--- src/hw/rtl/phlt_pkg.sv ---
`timescale 1ns / 1ps
// ----------------------------------------------------------------------------
// Peak hold level tracker package
// Shared types, register indexes and fixed-point constants.
// ----------------------------------------------------------------------------
package phlt_pkg;

	typedef logic signed [13:0] level_t;
	typedef logic signed [11:0] vu_t;
	typedef logic [1:0]         reg_idx_t;

	localparam reg_idx_t REG_PEAK_HOLD_EN = 2'd0;
	localparam reg_idx_t REG_HOLD_TIME    = 2'd1;
	localparam reg_idx_t REG_DECAY_RATE   = 2'd2;

	localparam level_t LEVEL_FLOOR = -14'sd6000;
	localparam level_t LEVEL_CEIL  = 14'sd0;
	localparam level_t VU_KNEE     = -14'sd1800;

	localparam logic [15:0] HOLD_TIME_RST  = 16'd1200;
	localparam logic [15:0] DECAY_RATE_RST = 16'd1800;

	// decay = min(rate * elapsed / 1000, 6000)
	localparam logic [12:0] DECAY_SAT      = 13'd6000;
	localparam logic [31:0] DECAY_SAT_PROD = 32'd6001000;
	// x / 1000 = (x >> 3) / 125, exact for x >> 3 below 2^20
	localparam logic [20:0] DIV125_M       = 21'd1073742;
	localparam int          DIV125_SH      = 27;

	// lower VU segment: (20x + 21) / 42 = ((20x + 21) >> 1) / 21
	localparam logic [16:0] DIV21_M  = 17'd99865;
	localparam int          DIV21_SH = 21;
	// upper VU segment: divide by 3
	localparam logic [11:0] DIV3_M   = 12'd2731;
	localparam int          DIV3_SH  = 13;

	localparam vu_t VU_MIN = -12'sd2000;
	localparam vu_t VU_MAX = 12'sd300;

endpackage

--- src/hw/rtl/peak_hold_level_tracker.sv ---
`timescale 1ns / 1ps
// ----------------------------------------------------------------------------
// Peak hold level tracker
// Clamps level samples, tracks a held peak with hold countdown and decay,
// and reports both levels in dBFS and on the VU scale.
// Each word passes registers s1, s2, s3, s4, then the output register.
// Throughput: one word per cycle unless stalled; peak state: single stage.
// Decay path: 16x16 multiply, then reciprocal divide by 1000, one stage each.
// Reset: levels to -60 dB, countdown zero, not primed, registers to defaults.
// ----------------------------------------------------------------------------
module peak_hold_level_tracker
	import phlt_pkg::*;
(
	input  logic               clk,
	input  logic               arst_n,

	input  logic               in_valid,
	output logic               in_ready,
	input  logic signed [15:0] level_cdb,
	input  logic [15:0]        elapsed_ms,

	output logic               out_valid,
	input  logic               out_ready,
	output logic signed [13:0] level_out_cdb,
	output logic signed [13:0] peak_out_cdb,
	output logic signed [11:0] level_vu,
	output logic signed [11:0] peak_vu,
	output logic               peak_shown,

	input  logic               cfg_valid,
	output logic               cfg_ready,
	input  reg_idx_t           cfg_index,
	input  logic [15:0]        cfg_data
);

	logic        adv;
	logic        v_s1, v_s2, v_s3, v_s4;

	logic        en_q;
	logic [15:0] hold_time_q;
	logic [15:0] rate_q;

	level_t      cur_q, peak_q;
	logic [15:0] hold_q;
	logic        primed_q;

	level_t      lvl_in;
	level_t      lvl_s1, lvl_s2, lvl_s3, lvl_s4;
	logic [15:0] el_s1, el_s2, el_s3;
	logic [31:0] prod_s2;
	logic [12:0] decay_s3;
	level_t      peak_s4;
	logic        shown_s4;

	logic [40:0] div_mul;
	logic [12:0] div_q;

	level_t      peak_nxt;
	logic [15:0] hold_nxt;
	logic        primed_nxt;
	logic signed [14:0] np;

	vu_t         level_vu_c, peak_vu_c;
	logic        cfg_we;

	assign adv       = !out_valid || out_ready;
	assign in_ready  = adv;
	assign cfg_ready = 1'b1;
	assign cfg_we    = cfg_valid && cfg_ready;

	always_comb begin
		if (level_cdb < 16'(LEVEL_FLOOR)) begin
			lvl_in = LEVEL_FLOOR;
		end else if (level_cdb > 16'(LEVEL_CEIL)) begin
			lvl_in = LEVEL_CEIL;
		end else begin
			lvl_in = level_cdb[13:0];
		end
	end

	always_comb begin
		div_mul = {21'b0, prod_s2[22:3]} * {20'b0, DIV125_M};
		div_q   = div_mul[DIV125_SH +: 13];
	end

	// peak state update
	always_comb begin
		peak_nxt   = peak_q;
		hold_nxt   = hold_q;
		primed_nxt = primed_q;
		np         = 15'(peak_q) - 15'(signed'({1'b0, decay_s3}));
		if (en_q) begin
			if (!primed_q) begin
				primed_nxt = 1'b1;
				peak_nxt   = lvl_s3;
			end else if (lvl_s3 >= peak_q) begin
				peak_nxt = lvl_s3;
				hold_nxt = hold_time_q;
			end else if (hold_q != 16'd0) begin
				hold_nxt = (hold_q > el_s3) ? hold_q - el_s3 : 16'd0;
			end else if (np < 15'(lvl_s3)) begin
				peak_nxt = lvl_s3;
			end else begin
				peak_nxt = np[13:0];
			end
		end
	end

	phlt_vu u_level_vu (
		.d  (lvl_s4),
		.vu (level_vu_c)
	);

	phlt_vu u_peak_vu (
		.d  (peak_s4),
		.vu (peak_vu_c)
	);

	always_ff @(posedge clk or negedge arst_n) begin
		if (!arst_n) begin
			v_s1      <= 1'b0;
			v_s2      <= 1'b0;
			v_s3      <= 1'b0;
			v_s4      <= 1'b0;
			out_valid <= 1'b0;
		end else if (adv) begin
			v_s1      <= in_valid;
			v_s2      <= v_s1;
			v_s3      <= v_s2;
			v_s4      <= v_s3;
			out_valid <= v_s4;
		end
	end

	always_ff @(posedge clk) begin
		if (adv) begin
			lvl_s1        <= lvl_in;
			el_s1         <= elapsed_ms;
			lvl_s2        <= lvl_s1;
			el_s2         <= el_s1;
			prod_s2       <= {16'b0, el_s1} * {16'b0, rate_q};
			lvl_s3        <= lvl_s2;
			el_s3         <= el_s2;
			decay_s3      <= (prod_s2 >= DECAY_SAT_PROD) ? DECAY_SAT : div_q;
			lvl_s4        <= lvl_s3;
			peak_s4       <= peak_nxt;
			shown_s4      <= en_q && primed_nxt;
			level_out_cdb <= lvl_s4;
			peak_out_cdb  <= peak_s4;
			level_vu      <= level_vu_c;
			peak_vu       <= peak_vu_c;
			peak_shown    <= shown_s4;
		end
	end

	always_ff @(posedge clk or negedge arst_n) begin
		if (!arst_n) begin
			en_q        <= 1'b0;
			hold_time_q <= HOLD_TIME_RST;
			rate_q      <= DECAY_RATE_RST;
			cur_q       <= LEVEL_FLOOR;
			peak_q      <= LEVEL_FLOOR;
			hold_q      <= 16'd0;
			primed_q    <= 1'b0;
		end else if (cfg_we) begin
			case (cfg_index)
				REG_PEAK_HOLD_EN: begin
					if (cfg_data[0] != en_q) begin
						en_q     <= cfg_data[0];
						peak_q   <= cur_q;
						hold_q   <= 16'd0;
						primed_q <= 1'b1;
					end
				end
				REG_HOLD_TIME: begin
					hold_time_q <= cfg_data;
				end
				REG_DECAY_RATE: begin
					rate_q <= cfg_data;
				end
				default: begin
				end
			endcase
		end else if (adv && v_s3) begin
			cur_q    <= lvl_s3;
			peak_q   <= peak_nxt;
			hold_q   <= hold_nxt;
			primed_q <= primed_nxt;
		end
	end

`ifndef SYNTHESIS
	a_peak_range: assert property (@(posedge clk) disable iff (!arst_n)
		(peak_q >= LEVEL_FLOOR) && (peak_q <= LEVEL_CEIL))
		else $error("peak left the -60..0 dB range");

	a_hold_needs_en: assert property (@(posedge clk) disable iff (!arst_n)
		(hold_q != 16'd0) |-> (en_q && primed_q))
		else $error("hold countdown running while peak hold is off");

	a_primed_sticky: assert property (@(posedge clk) disable iff (!arst_n)
		primed_q |=> primed_q)
		else $error("primed flag cleared");

	a_decay_sat: assert property (@(posedge clk) disable iff (!arst_n)
		v_s3 |-> (decay_s3 <= DECAY_SAT))
		else $error("decay step above saturation");

	a_peak_above_level: assert property (@(posedge clk) disable iff (!arst_n)
		(out_valid && peak_shown) |-> (peak_out_cdb >= level_out_cdb))
		else $error("shown peak below current level");
`endif

endmodule

--- src/hw/rtl/phlt_vu.sv ---
`timescale 1ns / 1ps
// ----------------------------------------------------------------------------
// dBFS to VU conversion
// Two linear segments, rounded to nearest, halves upward, clamped to +3 VU.
// ----------------------------------------------------------------------------
module phlt_vu
	import phlt_pkg::*;
(
	input  level_t d,
	output vu_t    vu
);

	logic [12:0] x;
	logic [16:0] y;
	logic [32:0] lo_mul;
	logic [10:0] lo_q;
	logic signed [14:0] z_full;
	logic [10:0] z;
	logic [22:0] hi_mul;
	logic [9:0]  hi_q;

	always_comb begin
		x      = 13'(d - LEVEL_FLOOR);
		y      = 17'(({4'b0, x} * 17'd20) + 17'd21);
		lo_mul = {17'b0, y[16:1]} * {16'b0, DIV21_M};
		lo_q   = lo_mul[DIV21_SH +: 11];

		z_full = 15'(d) + 15'sd1801;
		z      = z_full[10:0];
		hi_mul = {12'b0, z} * {11'b0, DIV3_M};
		hi_q   = hi_mul[DIV3_SH +: 10];

		if (d <= VU_KNEE) begin
			vu = VU_MIN + vu_t'({1'b0, lo_q});
		end else if (hi_q > 10'(VU_MAX)) begin
			vu = VU_MAX;
		end else begin
			vu = vu_t'({2'b0, hi_q});
		end
	end

endmodule
--- config.mk ---
export PLATFORM = sky130hd
export DESIGN_NAME = peak_hold_level_tracker
export DESIGN_NICKNAME = d
export VERILOG_FILES = /design/src/hw/rtl/phlt_pkg.sv /design/src/hw/rtl/peak_hold_level_tracker.sv /design/src/hw/rtl/phlt_vu.sv
export SDC_FILE = /design/constraint.sdc
export NUM_CORES = 2
export LEC_CHECK = 0
export BUFFER_PORTS_ARGS = -buffer_cell sky130_fd_sc_hd__buf_2
export CAP_MARGIN = 40
export CORE_UTILIZATION = 40
export CTS_CLUSTER_SIZE = 28
export DETAILED_ROUTE_END_ITERATION = 10
export PLACE_DENSITY = 0.53
export SYNTH_ARGS = -nofsm -noshare
export SYNTH_HDL_FRONTEND = slang
export SYNTH_SLANG_ARGS = --single-unit
--- constraint.sdc ---
create_clock -name clk -period 16.3 [get_ports clk]
set_clock_uncertainty 0.05 [all_clocks]
set_input_delay 0.815 -clock clk [delete_from_list [all_inputs] [get_ports clk]]
set_output_delay 0.815 -clock clk [all_outputs]
set_load 0.01 [all_outputs]
Word level (Yosys, flattened, before mapping)
Index checks and enable logic that the tools add are counted.
Storage, ports and cells
  flip-flop bits (word level): 300
  bits in read-only memories: 0
  latch bits: 0
  memories: 0
  output and inout port bits: 56
  input port bits: 55
  word-level logic and storage cells: 108
  RAM bits: 0
Cells by class
  reductions and logical operators: 17
  muxes and demuxes: 28
  shift-type cells: 0
  div/mod/pow operators: 0
  eq/ne operators: 5
  add/sub/neg operators: 10
  bitwise operators: 1
  $mul: 8
  order comparisons: 10
Operators with widths (number)
  $mux W16: 9
  $mux W14: 10
  $mul A16 B17 Y32 const B: 2
  $mul A11 B12 Y23 const B: 2
  $mul A20 B20 Y39 const B: 1
  $add A17 B5 Y17 const B: 2
  $ge A32 B23 Y1 const B: 1
  $mul A16 B16 Y32: 1
  $mul A13 B3 Y15 const B: 2
  $le A14 B12 Y1 const B: 2
  $sub A13 B13 Y13 const B: 2
  $add A12 B12 Y12 const A: 2
  $mux W12: 2
  $add A11 B9 Y11 const B: 2
  $gt A10 B9 Y1 const B: 2
  $mux W10: 2
  $gt A16 B1 Y1 const B: 1
  $gt A16 B16 Y1: 1
  $lt A16 B14 Y1 const B: 1
  $reduce_bool A16 Y1: 1
  $sub A16 B16 Y16: 1
  $lt A15 B14 Y1: 1
  $sub A14 B14 Y15: 1
  $ge A14 B14 Y1: 1
  other kinds (16): 27

Longest topological paths before layout
  depth in word-level cells: 9
  mapped depth: 37
  mapped depth without buffers: 36

By module
From an unflattened synthesis, not the netlist that was laid out.
Second synthesis, totals
  cells, all modules: 3957
  area total of the unflattened synthesis: 39914.5 sq um
Modules (own cells, without submodules)
  peak_hold_level_tracker: area an instance 26476.6 sq um, times used 1, cells an instance 2476
  phlt_vu (u_level_vu): area an instance 6816.5 sq um, times used 1, cells an instance 764
  phlt_vu (u_peak_vu): area an instance 6621.4 sq um, times used 1, cells an instance 717

Least setup slack after synthesis
Ideal clock, no wire load.
  kind: flip-flop to flip-flop
  start point: reg lvl_s4[4]
  end point: reg level_vu[10], data pin
  path slack: 7555 ps
  required time: 15988 ps
  stages on the path, launching flop included: 32
  clock period less this slack: 8745 ps
  path buffers: 0
  arrival: 8433 ps
  cell sequence: edfxtp_1 > inv_1 > ha_1 > inv_1 > o21ai_1 > xor2_1 > ha_1 > ha_1 > and3_1 > a22o_1 > o41ai_2 > xnor2_1 > and4_1 > nand3_1 > xnor2_1 > and2_1 > ha_1 > fa_1 > fa_1 > fa_1 > fa_1 > ha_1 > nand3_1 > a211oi_1 > nor2_1 > nor4_1 > a2111oi_0 > o41ai_1 > xor2_1 > nor3b_1 > a31oi_1 > mux2_1
On the way
  word-level cells in the longest chain between the ends: 6
  elaborated cells on any way between the ends: 7
  those cells by class: add/sub: 3; mul: 2; order compare: 1; mux: 1
RTL lines
  start: declaration: RTL line peak_hold_level_tracker.sv:48  | level_t lvl_s1, lvl_s2, lvl_s3, lvl_s4;
  start signal: assignment: RTL line peak_hold_level_tracker.sv:145  | lvl_s4 <= lvl_s3;
  $sub A13 B13 Y13: RTL line phlt_vu.sv:23  | x = 13'(d - LEVEL_FLOOR);
  $mul A13 B3 Y15: RTL line phlt_vu.sv:24  | y = 17'(({4'b0, x} * 17'd20) + 17'd21);
  $add A17 B5 Y17: RTL line phlt_vu.sv:24
  $mul A16 B17 Y32: RTL line phlt_vu.sv:25  | lo_mul = {17'b0, y[16:1]} * {16'b0, DIV21_M};
  $add A12 B12 Y12: RTL line phlt_vu.sv:34  | vu = VU_MIN + vu_t'({1'b0, lo_q});
  $mux W12 *: RTL line phlt_vu.sv:33  | if (d <= VU_KNEE) begin
  end signal: assignment: RTL line peak_hold_level_tracker.sv:150  | level_vu <= level_vu_c;
  end: declaration: RTL line peak_hold_level_tracker.sv:26  | output logic signed [11:0] level_vu,
Every way passes the cells marked *; elsewhere a longest branch is shown, timed or not.
A chain may end at the register's enable or synchronous reset.

Final worst setup path
Ends and elaborated chain as after synthesis.

==> impl_metrics.env <==
export IMPL_die_area_um2=99580
export IMPL_clock_root_buffer="clkbuf_16"
export IMPL_cts_tree="done"
export IMPL_synthTopCellsByArea="ha_1 (24%), fa_1 (22%), edfxtp_1 (16%)"
export IMPL_cpMaxStageDelayCell="nor4_1"
export IMPL_r2r_start="lvl_s4[4]"
export IMPL_syn_inst=3881
export IMPL_arrival_ps=10140
export IMPL_io_pins=111
export IMPL_rsz0062_at_grt="no"
export IMPL_hold_viol=0
export IMPL_cts_hold_fix_buffers=0
export IMPL_ys_types=97
export IMPL_rrSetupSlack_ps=6450
export IMPL_async_flop_share_pct=27.95
export IMPL_worst_slew_pin_slew_ps=909.4
export IMPL_cts_path_max_buffers=3
export IMPL_synth_edf_count=214
export IMPL_cts_buffers_inserted=39
export IMPL_core_um2=96990
export IMPL_yosysTopAreaCellShare_pct=23.57
export IMPL_num_rows=114
export IMPL_cpMostUsedCell="ha_1"
export IMPL_ctsResizeCount=0
export IMPL_ant_nets=0
export IMPL_synth_avg_cell_area_um2=10.13
export IMPL_critPathLaunchType="flop"
export IMPL_grt_pass1_wl_um=148800
export IMPL_yosysMostFrequentCell="inv_1"
export IMPL_min_path_type="primary input to async pin"
export IMPL_postCtsSetupBuffers=0
export IMPL_post_route_period_util_pct=60.45
export IMPL_vias=26610
export IMPL_slew_headroom_pct=39.38
export IMPL_worst_skew_pair_late_latency_ps=600
export IMPL_port_buffers=109
export IMPL_gp_congestion=0.8344
export IMPL_final_cell_count_no_fill=5270
export IMPL_yosys_register_bits=297
export IMPL_yosysWarnings=0
export IMPL_finalSetupTns_ps=0
export IMPL_status="finished with violations"
export IMPL_holdWs_ps=96.73
export IMPL_clkTransAtPathRegs_ps=60
export IMPL_first_pass_iters=10
export IMPL_syn_area_um2=39330
export IMPL_worst_path_largest_cell_delay_ps=660
export IMPL_drtIter0Drc=1136
export IMPL_fin_nets=5182
export IMPL_min_period_ps=9854
export IMPL_n_antenna_cell=0
export IMPL_drc=6
export IMPL_die_w_um=315.6
export IMPL_placed_cells=5198
export IMPL_antenna_found_initial=0
export IMPL_dp_hpwl_um=73670
export IMPL_wl_per_cell_um=17.07
export IMPL_die_height_um=315.6
export IMPL_grt_pass1_vias=27760
export IMPL_ys_flop_type="edfxtp_1"
export IMPL_grt_usage_pct=18.89
export IMPL_syn2layout_area_growth_pct=8.399
export IMPL_seq_area_frac_synth_pct=21.67
export IMPL_path_class="flop to flop"
export IMPL_yosys_area_top_type="ha_1"
export IMPL_grt_max_degree=66
export IMPL_start_util_pct=40.55
export IMPL_worstPathMaxFanout=6
export IMPL_overflow=0
export IMPL_syn_num_nets=5100
export IMPL_via_per_inst=5.050
export IMPL_wl_um=89980
export IMPL_violations="DRC"
export IMPL_drive_gt1_share_pct=6.985
export IMPL_end_kind="flop"
export IMPL_h_tree_depth=2
export IMPL_ff2ff_path_depth=31
export IMPL_fmax_mhz=101.5
export IMPL_timing_rr_end="level_vu[10]"
export IMPL_required_ps=16580
export IMPL_nFillCells=9484
export IMPL_final_max_slew_viol_count=0
export IMPL_cts_sinks=297
export IMPL_setup_viol=0
export IMPL_cap_violations=0
export IMPL_yosys_top_cells_count="inv_1 (744), ha_1 (741), fa_1 (423), nand2_1 (311), edfxtp_1 (214)"
kinds of logic after synthesis:
logic type,after synthesis,synth area share [%]
mux,51,1.441
flops,297,21.67
simple gates,811,9.954
xor+xnor,195,4.454
fa+ha+maj,1164,45.10
buf+inv,827,7.902
other cells,1,0.009535
compound gates,535,9.464
per-layer routing:
layer	up-vias	wire length (µm)	track usage, %
met3	87	3165	2.328
met4	0	1877	4.414
li1	13170	-	-
met2	353	43070	32.06
met5	-	0	0
met1	13010	41880	25.62
stage by stage:
| step | instance area, µm² | setup WS [ps] | util [%] |
|---|---|---|---|
| after global placement | 41250 | 6495 | 42.53 |
| after global routing | 42630 | 5768 | 43.96 |
| after CTS | 42630 | 6410 | 43.96 |
| after floorplan | 39330 | 7555 | - |
| after detailed placement | 41330 | 6474 | 42.61 |
| final | 42630 | 6446 | 43.96 |
flip-flops by register name (all words and copies together), names as in the netlist, 16 cells and up:
name / count
el_s1: 16
el_s2: 16
el_s3: 16
hold_q: 16
hold_time_q: 16
prod_s2: 29
rate_q: 16
final cells by class:
| cell class | instances | area (µm²) | share of cell area (%) |
|---|---|---|---|
| clock buffer | 54 | 1124 | 2.635 |
| clock inverter | 18 | 177.7 | 0.4167 |
| inverter | 745 | 2804 | 6.577 |
| multi-input combinational | 2757 | 27710 | 64.99 |
| sequential | 297 | 8523 | 19.99 |
| tap | 1276 | 1597 | 3.745 |
| timing repair buffer | 123 | 699.4 | 1.641 |
layout by cell type, fill, tap and decap left out, types with 16 or more instances in the layout:
master and count:
a21o_1 57, ha_1 741, nor3_1 44, nand2b_1 18, buf_2 108, nand3_1 37, inv_1 744, clkbuf_16 40
and2_1 113, and3_1 18, edfxtp_1 214, o21bai_1 17, fa_1 423, o211ai_1 17, mux2_2 44, nand2_1 311
or3_1 17, a21oi_1 131, nand4_1 16, o21ai_0 66, xor2_1 65, nor2_1 141, nor2b_1 25, o21a_1 25
xnor2_1 127, nor4_1 18, dfstp_2 16, a22oi_1 21, dfrtp_1 67
worst max-delay path: cells and delay by family (launching register included):
kind | cells | cell delay (ps)
and+or+nand+nor | 8 | 2100
muxes | 1 | 290
adders and majority gates | 9 | 3490
xor gates and xnor gates | 4 | 1090
DFF | 1 | 480
AOI/OAI and AO/OA | 7 | 1890
buffers and inverters | 2 | 220
worst max-delay path by stage:
stage / startpoint / slack [ps] / end / cells after the start
after floorplan: lvl_s4[4] / 7550 / level_vu[10] / 31
after global placement: lvl_s4[4] / 6490 / level_vu[10] / 31
after detailed placement: lvl_s4[4] / 6470 / level_vu[10] / 31
after CTS: lvl_s4[4] / 6410 / level_vu[10] / 31
after global routing: lvl_s4[4] / 5770 / level_vu[10] / 31
final: lvl_s4[4] / 6450 / level_vu[10] / 31
Power is not shown: default switching activity piles up to over one toggle a cycle in this logic, so the estimate is an artifact.
